### config.mk
export PLATFORM = sky130hd
export DESIGN_NAME = bounded_deque
export DESIGN_NICKNAME = d
export VERILOG_FILES = /design/src/rtl/bdq_pkg.sv /design/src/rtl/bdq_ctrl.sv /design/src/rtl/bdq_dp.sv /design/src/rtl/bounded_deque.sv
export SDC_FILE = /design/constraint.sdc
export NUM_CORES = 1
export LEC_CHECK = 0
export BUFFER_PORTS_ARGS = -buffer_cell sky130_fd_sc_hd__buf_4
export CORE_MARGIN = 5
export CORE_UTILIZATION = 45
export CTS_CLUSTER_DIAMETER = 60
export DETAILED_ROUTE_END_ITERATION = 6
export PLACE_DENSITY = 0.62
export RECOVER_POWER = 50
export SLEW_MARGIN = 20
export SYNTH_ARGS = -nofsm -noshare
export SYNTH_HDL_FRONTEND = slang
export SYNTH_HIERARCHICAL = 1
export SYNTH_SLANG_ARGS = --single-unit
### constraint.sdc
create_clock -name clk -period 14.1 [get_ports clk]
set_input_delay 1.41 -clock clk [delete_from_list [all_inputs] [get_ports clk]]
set_output_delay 1.41 -clock clk [all_outputs]
set_load 0.05 [all_outputs]
### src/rtl/bdq_pkg.sv
// shared constants, codes and word types of the bounded deque
package bdq_pkg;

    // ring depth, kept a power of two so ring offsets wrap by truncation
    localparam int DEPTH = 16;
    localparam int PTR_W = $clog2(DEPTH);
    localparam int CNT_W = $clog2(DEPTH + 1);

    localparam int CAP_W  = 5;
    localparam int FILL_W = 5;

    // input command codes
    localparam logic [2:0] CMD_PUSH_FRONT = 3'd0;
    localparam logic [2:0] CMD_PUSH_REAR  = 3'd1;
    localparam logic [2:0] CMD_POP_FRONT  = 3'd2;
    localparam logic [2:0] CMD_POP_REAR   = 3'd3;
    localparam logic [2:0] CMD_DUMP       = 3'd4;

    // result status codes
    localparam logic [1:0] ST_OK    = 2'd0;
    localparam logic [1:0] ST_OVER  = 2'd1;
    localparam logic [1:0] ST_UNDER = 2'd2;
    localparam logic [1:0] ST_EMPTY = 2'd3;

    // datapath operation codes
    localparam logic [3:0] OP_NONE       = 4'd0;
    localparam logic [3:0] OP_PUSH_FRONT = 4'd1;
    localparam logic [3:0] OP_PUSH_REAR  = 4'd2;
    localparam logic [3:0] OP_POP_FRONT  = 4'd3;
    localparam logic [3:0] OP_POP_REAR   = 4'd4;
    localparam logic [3:0] OP_DUMP_READ  = 4'd5;
    localparam logic [3:0] OP_OVERFLOW   = 4'd6;
    localparam logic [3:0] OP_UNDERFLOW  = 4'd7;
    localparam logic [3:0] OP_EMPTY      = 4'd8;

    typedef struct packed {
        logic [2:0]         command;
        logic signed [31:0] push_value;
    } in_word_t;

    typedef struct packed {
        logic [1:0]          status;
        logic signed [31:0]  data_word;
        logic [FILL_W-1:0]   fill_count;
        logic                last;
    } out_word_t;

    typedef struct packed {
        logic [3:0]       op;
        logic [PTR_W-1:0] offset;
        logic             dump_last;
    } dp_cmd_t;

    typedef struct packed {
        logic             empty;
        logic             full;
        logic [CNT_W-1:0] count;
    } dp_status_t;

endpackage

### src/rtl/bdq_ctrl.sv
// command decode and dump sequencer of the bounded deque
module bdq_ctrl (
    input  logic                clk,
    input  logic                rst_n,
    input  logic                start,
    input  logic [2:0]          command,
    input  bdq_pkg::dp_status_t dp_status,
    output bdq_pkg::dp_cmd_t    dp_cmd,
    output logic                busy
);

    localparam logic S_IDLE = 1'b0;
    localparam logic S_DUMP = 1'b1;

    logic                      state_reg, state_next;
    logic [bdq_pkg::PTR_W-1:0] idx_reg, idx_next;
    logic                      accept;
    logic [bdq_pkg::CNT_W-1:0] count_m1;
    logic                      idx_is_last;

    assign busy        = (state_reg == S_DUMP);
    assign accept      = start && !busy;
    assign count_m1    = dp_status.count - bdq_pkg::CNT_W'(1);
    assign idx_is_last = (bdq_pkg::CNT_W'(idx_reg) == count_m1);

    always_comb
    begin
        state_next       = state_reg;
        idx_next         = idx_reg;
        dp_cmd.op        = bdq_pkg::OP_NONE;
        dp_cmd.offset    = '0;
        dp_cmd.dump_last = 1'b0;
        unique case (state_reg)
            S_IDLE:
            begin
                if (accept)
                begin
                    unique case (command)
                        bdq_pkg::CMD_PUSH_FRONT:
                            dp_cmd.op = dp_status.full ? bdq_pkg::OP_OVERFLOW
                                                       : bdq_pkg::OP_PUSH_FRONT;
                        bdq_pkg::CMD_PUSH_REAR:
                            dp_cmd.op = dp_status.full ? bdq_pkg::OP_OVERFLOW
                                                       : bdq_pkg::OP_PUSH_REAR;
                        bdq_pkg::CMD_POP_FRONT:
                            dp_cmd.op = dp_status.empty ? bdq_pkg::OP_UNDERFLOW
                                                        : bdq_pkg::OP_POP_FRONT;
                        bdq_pkg::CMD_POP_REAR:
                            dp_cmd.op = dp_status.empty ? bdq_pkg::OP_UNDERFLOW
                                                        : bdq_pkg::OP_POP_REAR;
                        bdq_pkg::CMD_DUMP:
                        begin
                            if (dp_status.empty)
                            begin
                                dp_cmd.op = bdq_pkg::OP_EMPTY;
                            end
                            else
                            begin
                                // first word read at accept, rest in dump state
                                dp_cmd.op        = bdq_pkg::OP_DUMP_READ;
                                dp_cmd.dump_last = (dp_status.count ==
                                                    bdq_pkg::CNT_W'(1));
                                if (!dp_cmd.dump_last)
                                begin
                                    state_next = S_DUMP;
                                    idx_next   = bdq_pkg::PTR_W'(1);
                                end
                            end
                        end
                        default:
                            dp_cmd.op = bdq_pkg::OP_NONE;
                    endcase
                end
            end
            S_DUMP:
            begin
                dp_cmd.op        = bdq_pkg::OP_DUMP_READ;
                dp_cmd.offset    = idx_reg;
                dp_cmd.dump_last = idx_is_last;
                idx_next         = idx_reg + bdq_pkg::PTR_W'(1);
                if (idx_is_last)
                begin
                    state_next = S_IDLE;
                end
            end
            default:
                state_next = S_IDLE;
        endcase
    end

    always_ff @(posedge clk or negedge rst_n)
    begin
        if (!rst_n)
        begin
            state_reg <= S_IDLE;
            idx_reg   <= '0;
        end
        else
        begin
            state_reg <= state_next;
            idx_reg   <= idx_next;
        end
    end

endmodule

### src/rtl/bdq_dp.sv
// ring storage, pointers, capacity register and result register of the deque
module bdq_dp (
    input  logic                       clk,
    input  logic                       rst_n,
    input  bdq_pkg::dp_cmd_t           dp_cmd,
    input  logic signed [31:0]         push_value,
    input  logic                       cfg_we,
    input  logic [bdq_pkg::CAP_W-1:0]  cfg_wdata,
    output bdq_pkg::dp_status_t        dp_status,
    output bdq_pkg::out_word_t         rsp,
    output logic                       rsp_valid
);

    logic [31:0] mem [bdq_pkg::DEPTH];

    logic [bdq_pkg::PTR_W-1:0] fp_reg, fp_next;
    logic [bdq_pkg::CNT_W-1:0] count_reg, count_next;
    logic [bdq_pkg::CAP_W-1:0] capacity_reg;

    logic                      wr_en, rd_en;
    logic [bdq_pkg::PTR_W-1:0] wr_addr, rd_addr;
    logic [31:0]               rd_data_reg;

    logic                       valid_reg, valid_next;
    logic [1:0]                 status_reg, status_next;
    logic [bdq_pkg::CNT_W-1:0]  fill_reg, fill_next;
    logic                       last_reg, last_next;
    logic                       use_mem_reg, use_mem_next;

    logic [bdq_pkg::PTR_W-1:0] count_lo;

    assign count_lo        = count_reg[bdq_pkg::PTR_W-1:0];
    assign dp_status.count = count_reg;
    assign dp_status.empty = (count_reg == '0);
    // count >= min(capacity, depth)
    assign dp_status.full  = (32'(count_reg) >= 32'(capacity_reg)) ||
                             (count_reg == bdq_pkg::CNT_W'(bdq_pkg::DEPTH));

    always_comb
    begin
        fp_next      = fp_reg;
        count_next   = count_reg;
        wr_en        = 1'b0;
        wr_addr      = fp_reg + count_lo;
        rd_en        = 1'b0;
        rd_addr      = fp_reg + dp_cmd.offset;
        valid_next   = 1'b1;
        status_next  = bdq_pkg::ST_OK;
        fill_next    = count_reg;
        last_next    = 1'b1;
        use_mem_next = 1'b0;
        unique case (dp_cmd.op)
            bdq_pkg::OP_PUSH_FRONT:
            begin
                fp_next    = fp_reg - bdq_pkg::PTR_W'(1);
                wr_en      = 1'b1;
                wr_addr    = fp_reg - bdq_pkg::PTR_W'(1);
                count_next = count_reg + bdq_pkg::CNT_W'(1);
                fill_next  = count_next;
            end
            bdq_pkg::OP_PUSH_REAR:
            begin
                wr_en      = 1'b1;
                count_next = count_reg + bdq_pkg::CNT_W'(1);
                fill_next  = count_next;
            end
            bdq_pkg::OP_POP_FRONT:
            begin
                rd_en        = 1'b1;
                rd_addr      = fp_reg;
                fp_next      = fp_reg + bdq_pkg::PTR_W'(1);
                count_next   = count_reg - bdq_pkg::CNT_W'(1);
                fill_next    = count_next;
                use_mem_next = 1'b1;
            end
            bdq_pkg::OP_POP_REAR:
            begin
                rd_en        = 1'b1;
                rd_addr      = fp_reg + count_lo - bdq_pkg::PTR_W'(1);
                count_next   = count_reg - bdq_pkg::CNT_W'(1);
                fill_next    = count_next;
                use_mem_next = 1'b1;
            end
            bdq_pkg::OP_DUMP_READ:
            begin
                rd_en        = 1'b1;
                last_next    = dp_cmd.dump_last;
                use_mem_next = 1'b1;
            end
            bdq_pkg::OP_OVERFLOW:
                status_next = bdq_pkg::ST_OVER;
            bdq_pkg::OP_UNDERFLOW:
                status_next = bdq_pkg::ST_UNDER;
            bdq_pkg::OP_EMPTY:
            begin
                status_next = bdq_pkg::ST_EMPTY;
                fill_next   = '0;
            end
            default:
                valid_next = 1'b0;
        endcase
    end

    always_ff @(posedge clk)
    begin
        if (wr_en)
        begin
            mem[wr_addr] <= push_value;
        end
        if (rd_en)
        begin
            rd_data_reg <= mem[rd_addr];
        end
    end

    always_ff @(posedge clk or negedge rst_n)
    begin
        if (!rst_n)
        begin
            fp_reg       <= '0;
            count_reg    <= '0;
            capacity_reg <= bdq_pkg::CAP_W'(16);
            valid_reg    <= 1'b0;
        end
        else
        begin
            fp_reg    <= fp_next;
            count_reg <= count_next;
            valid_reg <= valid_next;
            if (cfg_we)
            begin
                capacity_reg <= cfg_wdata;
            end
        end
    end

    always_ff @(posedge clk)
    begin
        status_reg  <= status_next;
        fill_reg    <= fill_next;
        last_reg    <= last_next;
        use_mem_reg <= use_mem_next;
    end

    assign rsp_valid      = valid_reg;
    assign rsp.status     = status_reg;
    assign rsp.data_word  = use_mem_reg ? rd_data_reg : '0;
    assign rsp.fill_count = bdq_pkg::FILL_W'(fill_reg);
    assign rsp.last       = last_reg;

endmodule

### src/rtl/bounded_deque.sv
// top level of the bounded double-ended queue of signed 32-bit words
//
// usage
//   command channel: a word on cmd is taken at a rising edge with start high
//   and busy low. cmd.command selects push front, push rear, pop front,
//   pop rear or dump; cmd.push_value is the word inserted by a push.
//   result channel: each result word sits on rsp for exactly one cycle,
//   flagged by rsp_valid. the receiver cannot stall it and must take it.
//   config: cfg_we high writes cfg_wdata into the capacity register at the
//   edge; write it only while no command is in flight.
// timing
//   every valid command gives its first result in the cycle after it is taken. push and pop
//   run one word per cycle with busy low, since the ring is a single
//   registered-read memory that a pop reads at the accept edge.
//   a dump reads one ring slot a cycle: its results come on consecutive
//   cycles and busy stays high until the last slot has been read.
//   unused command codes are dropped without a result.
// reset
//   rst_n low empties the queue (count and front pointer to zero) and sets
//   capacity to 16; ring contents are left as they are.
module bounded_deque (
    input  logic                      clk,
    input  logic                      rst_n,
    input  logic                      start,
    output logic                      busy,
    input  bdq_pkg::in_word_t         cmd,
    output logic                      rsp_valid,
    output bdq_pkg::out_word_t        rsp,
    input  logic                      cfg_we,
    input  logic [bdq_pkg::CAP_W-1:0] cfg_wdata
);

    // command and status between sequencer and datapath
    bdq_pkg::dp_cmd_t    dp_cmd;
    bdq_pkg::dp_status_t dp_status;

    // decodes commands against full and empty, steps through dumps
    bdq_ctrl u_ctrl (
        .clk       (clk),
        .rst_n     (rst_n),
        .start     (start),
        .command   (cmd.command),
        .dp_status (dp_status),
        .dp_cmd    (dp_cmd),
        .busy      (busy)
    );

    // ring memory, pointers, capacity and registered result
    bdq_dp u_dp (
        .clk        (clk),
        .rst_n      (rst_n),
        .dp_cmd     (dp_cmd),
        .push_value (cmd.push_value),
        .cfg_we     (cfg_we),
        .cfg_wdata  (cfg_wdata),
        .dp_status  (dp_status),
        .rsp        (rsp),
        .rsp_valid  (rsp_valid)
    );

endmodule

==> results of run 1 <==
==> cell usage after synthesis (4+ instances only) <==
cell	count
clkbuf_1	61
ha_1	20
dfxtp_1	9
inv_1	17
a22oi_1	97
dfrtp_1	19
nor3_1	13
a221oi_1	192
buf_2	67
o21ai_1	35
a21o_1	6
nor2_2	4
edfxtp_1	544
xnor2_1	14
or3_1	6
a31oi_1	4
nand2b_1	5
and2_1	36
buf_4	13
mux2i_1	162
nand3_1	164
nor2_1	191
nand2_1	220
o21ai_0	21
xor2_1	10
a21oi_1	18
==> layout make-up <==
class	instances	area share, %
multi-input cells	1274	28.83
clock inverters	35	1.324
diodes	2	0.01714
flip-flops and latches	573	58.28
repair buffers	123	2.687
inverters	19	0.2528
clock buffers	75	5.335
well taps	765	3.278
==> layout by cell type, fill, tap and decap left out, types with 3 or more instances in the layout <==
cell type,instances
nor3_1,13
a22oi_1,97
mux2i_1,162
nor2_1,175
nand3_1,164
clkinv_1,9
o21bai_1,3
buf_4,69
o21ai_1,36
a31oi_1,4
and2_0,25
a221oi_1,192
clkinvlp_4,4
inv_1,17
and3_1,3
ha_1,19
nor4b_1,3
a21oi_1,17
and2_1,12
nand2b_1,5
o21ai_0,19
clkinv_2,10
clkbuf_1,66
dfxtp_1,9
nand4_1,3
bufinv_16,7
xor2_1,10
or3_1,6
a21o_1,6
nand2_1,220
clkbuf_16,60
edfxtp_1,544
o21a_1,3
xnor2_1,14
dfrtp_1,19
nor2_4,21
==> per-layer routing <==
metal	up-vias	wire (µm)
met1	8950	29820
li1	7903	-
met2	611	34430
met5	-	13
met4	2	2335
met3	145	4568
==> kinds of logic (layout without fill, tap and decap cells) <==
logic type      Yosys count  count (layout)
simple gates            669             669
flops                   573             573
fa+ha+maj                22              22
xor+xnor                 26              26
other cells               0               2
buf+inv                 168             252
mux                     163             163
compound gates          394             394
==> stage by stage <==
stage               hold WS (ps)  setup WS [ps]  instances  cell area, µm²
floorplan                  477.6           8824       2015           26040
finish                     533.6           8074       2866           29200
global placement           501.9           8233       2752           27400
CTS                        519.6           8119       2863           29370
detailed placement         511.5           8194       2753           27420
global route               568.9           7698       2866           29200
==> worst reg2reg max path: stages, from the launching register on <==
cell and delay [ps]:
dfrtp_1 610, inv_1 260, ha_1 340, nand2b_1 90, a21o_1 110, a21oi_1 60
nor2b_1 110, o21ai_0 80, nand2_1 120, nor2_1 60, a21oi_1 170, o21bai_1 90
a21o_1 380, or4b_1 650, a21oi_2 370, a31o_4 760, buf_4 820, a221oi_1 220
a22oi_1 310, nand3_1 110, o21ai_1 140
==> path summary, 6_finish.rpt <==
check,from,to,slack (ps),depth (start not counted)
min in group asynchronous,rst_n,u_dp/rsp_valid,1000,1
max reg2reg,u_dp/count_reg[0],u_dp/rd_data_reg[29],8070,20
max,u_dp/count_reg[0],u_dp/rd_data_reg[29],8070,20
min reg2reg,u_dp/capacity_reg[4],u_dp/capacity_reg[4],530,2
max in group asynchronous,rst_n,u_ctrl/busy,12400,1
min,u_dp/capacity_reg[4],u_dp/capacity_reg[4],530,2
==> impl_metrics.json, run 1 <==
{
  "cap_violations": 1,
  "n_fill_cell": 4884,
  "gp_congestion": 0.7706,
  "synthTopCellsByArea": "edfxtp_1 63%, a221oi_1 6.5%, mux2i_1 6.2%, nand2_1 3.2%, nand3_1 3.2%",
  "synth_cell_type_count": 70,
  "cp.arrival_ps": 6480,
  "synthAdderAreaFrac_pct": 1.115,
  "drcViolationCount": 0,
  "worstPathCellList": "inv_1 -> ha_1 -> nand2b_1 -> a21o_1 -> a21oi_1 -> nor2b_1 -> o21ai_0 -> nand2_1 -> nor2_1 -> a21oi_1 -> o21bai_1 -> a21o_1 -> or4b_1 -> a21oi_2 -> a31o_4 -> buf_4 -> a221oi_1 -> a22oi_1 -> nand3_1 -> o21ai_1",
  "cts_inserted_buffers": 60,
  "cts.sinks": 573,
  "synth_top_area_share_pct": 62.73,
  "port_buffers": 85,
  "grt_max_degree": 193,
  "status": "finished with violations",
  "hold_viol_final": 0,
  "grt_pass1_wl_um": 107100,
  "synth_top_family_by_area": "compound AO/OA/AOI/OAI gates",
  "synthCells": 2015,
  "cts_resized": 0,
  "multi_input_area_um2": 8417,
  "cp-start-kind": "register",
  "worst_pin_slew_ps": 1725,
  "finalSetupViolations": 0,
  "critPathBufInv": 2,
  "top_usage_layer": "met2",
  "register_area_um2": 17020,
  "synth_edf_count": 544,
  "max_freq_mhz": 166.0,
  "tritoncts": "built",
  "drv_slew": 33,
  "post_cts_buffers": 0,
  "synth-async-reset-ratio_pct": 3.490,
  "final_core_util_pct": 50.80,
  "grt_usage_pct": 21.93,
  "drive_gt1_share_pct": 9.338,
  "start_util_pct": 45.31,
  "path_class": "register to register",
  "dp_hpwl_um": 35960,
  "rsz0062_at_grt": "false",
  "synthSimpleGateAreaFrac_pct": 11.52,
  "areaGrowthSynthToFinish_pct": 12.13,
  "htree_levels": 2,
  "fin_crit_ps": 6026,
  "die_area_um2": 62780,
  "ys.flop_type": "edfxtp_1",
  "netlist_area_um2": 26040,
  "first_iter_violations": 1495,
  "setup-tns-final_ps": 0,
  "yosysTopAreaCell": "edfxtp_1",
  "rows": 88,
  "postCtsHoldBufs": 0,
  "synth_seq_cells": 573,
  "wire_per_inst_um": 24.83,
  "synth_mux_area_share_pct": 6.270,
  "global_route.usage.met2_pct": 37.14,
  "synth_xor_area_share_pct": 0.9850,
  "synth_compound_area_share_pct": 11.73,
  "largest_register_ffs": 512,
  "clk_path_buf_depth": 3,
  "max_slew_margin_pct": -15.14,
  "timing.final.crit_share_pct": 42.73,
  "synth.avg_cell_area_um2": 12.92,
  "dr.pass1.iters": 5,
  "cp_top_family": "compound AO/OA/AOI/OAI gates",
  "wl_um": 71170,
  "fin_nets": 2117,
  "via_per_inst": 6.145,
  "yosysWarnings": 6,
  "ys_seq_area_share_pct": 65.35,
  "syn-num-nets": 2081,
  "worstSkewPairLatency_ps": 640,
  "violations": "capacitance limit, slew limit",
  "antenna_found_initial": 3,
  "die_h_um": 250.6,
  "hold_class": "register to register",
  "clk_pin_slew_ps": 60,
  "clock-root-buffer": "clkbuf_16",
  "path_max_fanout": 66,
  "grt_use_met1_pct": 29.28,
  "core_area_um2": 57480,
  "skew_ps": 25.61,
  "crit_path_end_kind": "register",
  "num_vias": 17611,
  "gr-total-overflow": 0,
  "required_ps": 14550,
  "cp_slowest_cell": "buf_4",
  "ant_nets": 0,
  "gr-usage-met3_pct": 3.385,
  "slowest_delay_ps": 800,
  "grt_pass1_vias": 17544,
  "fp.dieW_um": 250.6,
  "ioPinCount": 86
}
Power of run 1 is left out: the tool's default activity adds up to more than one toggle a clock period on the data nets, which glitch-free logic cannot reach.
==> run 2: changes to the inputs <==
Clock period 14.1 ns to 5.9 ns, I/O delays scaled along.
==> run 2 against run 1 <==
  * The flow still finishes with violations (capacitance limit, slew limit)
  * Sequential cell count unchanged
  * Routed wire length down 1.6%
  * Global-route usage down 0.17 points
  * Critical path depth down 1
  * Non-clock buffer count up 19
  * Register-to-register slack worse by 7300 ps
  * Critical path type unchanged
  * Highest routed layer unchanged
==> impl_metrics.json, run 2 (same netlist as run 1, synthesis figures left out) <==
{
  "status": "finished with violations",
  "violations": "capacitance limit, slew limit",
  "die_area_um2": 62780,
  "cts_inserted_buffers": 60,
  "drv_slew": 97,
  "cap_violations": 2,
  "grt_pass1_vias": 17493,
  "path_max_fanout": 68,
  "clock-root-buffer": "clkbuf_16",
  "start_util_pct": 45.31,
  "num_vias": 17686,
  "areaGrowthSynthToFinish_pct": 13.26,
  "largest_register_ffs": 512,
  "cp_top_family": "compound AO/OA/AOI/OAI gates",
  "clk_path_buf_depth": 3,
  "rows": 88,
  "cts.sinks": 573,
  "tritoncts": "built",
  "final_cell_mix": "544 x edfxtp_1, 220 x nand2_1, 192 x a221oi_1",
  "core_area_um2": 57480,
  "dr.pass1.iters": 5,
  "worst_pin_slew_ps": 1762,
  "wire_per_inst_um": 24.31,
  "worstPathCellList": "inv_1 -> ha_1 -> nand2b_1 -> a21o_1 -> a21oi_1 -> nor2b_1 -> o21ai_0 -> nand2_1 -> or3_1 -> a41o_1 -> nand4b_1 -> a21oi_2 -> a31o_4 -> buf_12 -> buf_4 -> a221oi_1 -> a22oi_1 -> nand3_1 -> o21ai_1",
  "antenna_found_initial": 1,
  "htree_levels": 2,
  "required_ps": 6360,
  "first_iter_violations": 1485,
  "worstSkewPairLatency_ps": 620,
  "grt_usage_pct": 21.76,
  "ant_nets": 0,
  "dp_hpwl_um": 36080,
  "grt_pass1_wl_um": 106600,
  "critPathBufInv": 3,
  "slowest_delay_ps": 580,
  "die_h_um": 250.6,
  "hold_class": "primary input to register",
  "cp_slowest_cell": "dfrtp_1",
  "timing.final.crit_share_pct": 86.83,
  "path_class": "register to register",
  "gp_congestion": 0.8055,
  "fp.dieW_um": 250.6,
  "layout_commonest_cell": "edfxtp_1",
  "max_slew_margin_pct": -17.61,
  "crit_path_end_kind": "register",
  "wl_um": 70030,
  "cts_resized": 0,
  "gr-total-overflow": 0,
  "hold_viol_final": 0,
  "cp-start-kind": "register",
  "via_per_inst": 6.141,
  "rsz0062_at_grt": "false",
  "port_buffers": 85,
  "ioPinCount": 86,
  "drive_gt1_share_pct": 9.976,
  "setup-tns-final_ps": 0,
  "max_freq_mhz": 195.2,
  "grt_max_degree": 113,
  "cp.arrival_ps": 5590,
  "skew_ps": 18.65,
  "fin_crit_ps": 5123,
  "fin_nets": 2136,
  "clk_pin_slew_ps": 60,
  "finalSetupViolations": 0,
  "drcViolationCount": 0,
  "insertedDiodeCount": 0
}
[run 2: stage by stage]
stage	setup slack (ps)	hold slack (ps)	instances	cell area [µm²]	utilization, %
after floorplan	624.2	294.4	2015	26040	-
after global placement	879.6	497.9	2772	27830	48.43
after detailed placement	845.1	503.9	2772	27830	48.43
after CTS	791.8	155.3	2880	29690	51.66
after global routing	333.6	185.4	2880	29490	51.31
final	776.9	188.9	2880	29490	51.31
[run 2: area by class of cell]
cell class,instances,area [µm²]
Inverter,19,73.82
Tap cell,765,957.2
Clock inverter,21,176.4
Clock buffer,86,1670
Multi-Input combinational cell,1274,8418
Fill cell,4895,27980
Sequential cell,573,17020
Timing Repair Buffer,142,1179
[run 2: worst paths after layout]
path	start	end	cells after the start	slack, ps
max	u_dp/count_reg[0]	u_dp/rd_data_reg[2]	19	780
min	cfg_wdata[2]	u_dp/capacity_reg[2]	3	190
max reg2reg	u_dp/count_reg[0]	u_dp/rd_data_reg[2]	19	780
min reg2reg	u_dp/capacity_reg[0]	u_dp/capacity_reg[0]	1	540
max in group asynchronous	rst_n	u_dp/count_reg[3]	2	4430
min in group asynchronous	rst_n	u_ctrl/idx_reg[2]	2	740
[run 2: what timing repair did]
item                                    in CTS  in global routing
setup buffers                                0                  0
endpoints found under the setup margin       0                  0
hold buffers                                 1                  0
hold endpoints to repair                    19                  0
[run 2: metal layers]
metal	wire length (µm)	GRT usage, %
met1	29210	29.28
met4	2010	6.752
met5	9	0
met3	4388	3.167
met2	34400	36.79
[run 2: tightest hold or removal path, delay by kind of cell]
family | cells | cell delay [ps]
buffers and inverters | 1 | 80
AND/OR/NAND/NOR | 1 | 40
AO/OA/AOI/OAI | 1 | 60
Power of run 2 is left out for the same reason.
==> run 3: changes to the inputs <==
==> constraint.sdc (replaced) <==
create_clock -name clk -period 5 [get_ports clk]
set_input_delay 1 -clock clk [delete_from_list [all_inputs] [get_ports clk]]
set_output_delay 1 -clock clk [all_outputs]
set_load 0.05 [all_outputs]
==> run 3 against run 2 <==
  * Critical path depth decreased by 6
  * Clock skew decreased by 6.6 ps
  * Hold slack better by 350 ps
  * The flow still finishes with violations (capacitance limit, slew limit)
  * Cell area rose by 1.3%
  * Non-clock buffer count up 22
  * Register-to-register slack worse by 340 ps
  * Highest routed layer is now met4
  * Via count grew 1.3%
  * Core utilization is 0.69 points higher
==> impl_metrics.json, run 3 (same netlist as run 1, synthesis figures left out) <==
{
  "clk_path_buf_depth": 3,
  "via_per_inst": 6.165,
  "rr_worst_depth": 13,
  "clock-root-buffer": "clkbuf_16",
  "wire_per_inst_um": 24.18,
  "fp.dieW_um": 250.6,
  "hold_class": "register to register",
  "cts_inserted_buffers": 59,
  "htree_levels": 2,
  "grt_pass1_wl_um": 107200,
  "rows": 88,
  "n_fill_cell": 4903,
  "largest_register_ffs": 512,
  "grt_max_degree": 87,
  "ioPinCount": 86,
  "worstPathCellList": "buf_4 -> inv_1 -> ha_1 -> nand2_1 -> nor2_1 -> and4_2 -> inv_4 -> clkbuf_2 -> nor2_1 -> a221oi_1 -> a22oi_1 -> nand3_1 -> o21ai_1",
  "antenna_found_initial": 0,
  "cp-start-kind": "register",
  "violations": "capacitance limit, slew limit",
  "status": "finished with violations",
  "rsz0062_at_grt": "false",
  "grt_pass1_vias": 17791,
  "cpMostUsedCell": "nor2_1",
  "drv_slew": 116,
  "timing.final.crit_share_pct": 91.27,
  "required_ps": 5360,
  "die_area_um2": 62780,
  "ant_nets": 0,
  "setup-tns-final_ps": 0,
  "cp.arrival_ps": 4920,
  "insertedDiodeCount": 0,
  "worstSkewPairLatency_ps": 620,
  "dr.pass1.iters": 7,
  "core_area_um2": 57480,
  "hold_viol_final": 0,
  "tritoncts": "built",
  "layout_commonest_cell": "edfxtp_1",
  "worst_pin_slew_ps": 2215,
  "max_slew_margin_pct": -47.68,
  "max_freq_mhz": 219.1,
  "slowest_delay_ps": 1630,
  "gr-total-overflow": 0,
  "cts_resized": 0,
  "wl_um": 70260,
  "post_cts_buffers": 0,
  "start_util_pct": 45.31,
  "path_class": "register to register",
  "areaGrowthSynthToFinish_pct": 14.77,
  "die_h_um": 250.6,
  "first_iter_violations": 1524,
  "skew_ps": 12.06,
  "final_cell_mix": "544 x edfxtp_1, 220 x nand2_1, 192 x a221oi_1",
  "port_buffers": 85,
  "hold_depth": 1,
  "grt_usage_pct": 21.70,
  "path_max_fanout": 82,
  "crit_path_end_kind": "register",
  "dp_hpwl_um": 39070,
  "fin_crit_ps": 4564,
  "finalSetupViolations": 0,
  "postCtsHoldBufs": 0,
  "clk_pin_slew_ps": 60,
  "cap_violations": 2,
  "drcViolationCount": 0,
  "drive_gt1_share_pct": 11.35,
  "gp_congestion": 0.8070,
  "num_vias": 17915,
  "fin_nets": 2157,
  "cts.sinks": 573,
  "cp_slowest_cell": "clkbuf_2"
}
-- run 3: changes by cell type in the layout (fill, tap and decap cells not counted), sizes merged --
| cell | before | now |
|---|---|---|
| buf | 90 | 115 |
| clkbuf | 137 | 115 |
| inv | 20 | 25 |
| dlygate4sd3 | 1 | 0 |
| clkinvlp | 1 | 5 |
| clkinv | 17 | 27 |
| bufinv | 2 | 7 |
-- run 3: critical path: cells and delay by family (launching register included) --
family / cells / cell delay (ps)
AO/OA/AOI/OAI: 3 / 620
adder cells (fa/ha/maj): 1 / 210
buffers and inverters: 4 / 2290
flip-flops: 1 / 370
AND/OR/NAND/NOR: 5 / 720
-- run 3: per-layer routing --
layer  track usage, %  vias to the layer above  routed length [µm]
met5                0                        -                   0
met4            5.816                        0                1707
met3            3.312                      120                4589
met2            36.59                      707               34380
met1            29.61                     9096               29580
li1                 -                     7992                   -
-- run 3: final timing paths --
check                                       end                  from  slack (ps)
setup / recovery           u_dp/rd_data_reg[15]     u_dp/count_reg[1]         440
hold / removal             u_dp/capacity_reg[0]  u_dp/capacity_reg[0]         540
setup reg to reg           u_dp/rd_data_reg[15]     u_dp/count_reg[1]         440
hold reg to reg            u_dp/capacity_reg[0]  u_dp/capacity_reg[0]         540
max in group asynchronous        u_dp/fp_reg[1]                 rst_n        3660
min in group asynchronous  u_dp/capacity_reg[3]                 rst_n         620
-- run 3: layout make-up --
cell class / instances / area [µm²] / share of cell area, %
Tap cell: 765 / 957.2 / 3.203
Clock buffer: 66 / 1503 / 5.028
Clock inverter: 45 / 430.4 / 1.440
Timing Repair Buffer: 164 / 1486 / 4.974
Multi-Input combinational cell: 1274 / 8418 / 28.17
Sequential cell: 573 / 17020 / 56.94
Inverter: 19 / 73.82 / 0.2470
-- run 3: through the flow --
stage | worst slack, ps | std cells | hold slack [ps] | instance area (µm²) | util [%]
final | 436.3 | 2906 | 535.7 | 29890 | 52.00
after global routing | 160.9 | 2906 | 569.0 | 29890 | 52.00
after CTS | 486.5 | 2906 | 229.1 | 30090 | 52.35
after detailed placement | 525.7 | 2795 | 517.9 | 28160 | 48.99
after global placement | 442.0 | 2795 | 510.9 | 28160 | 48.99
after floorplan | -275.8 | 2015 | 477.6 | 26040 | -
Power of run 3 is left out for the same reason.
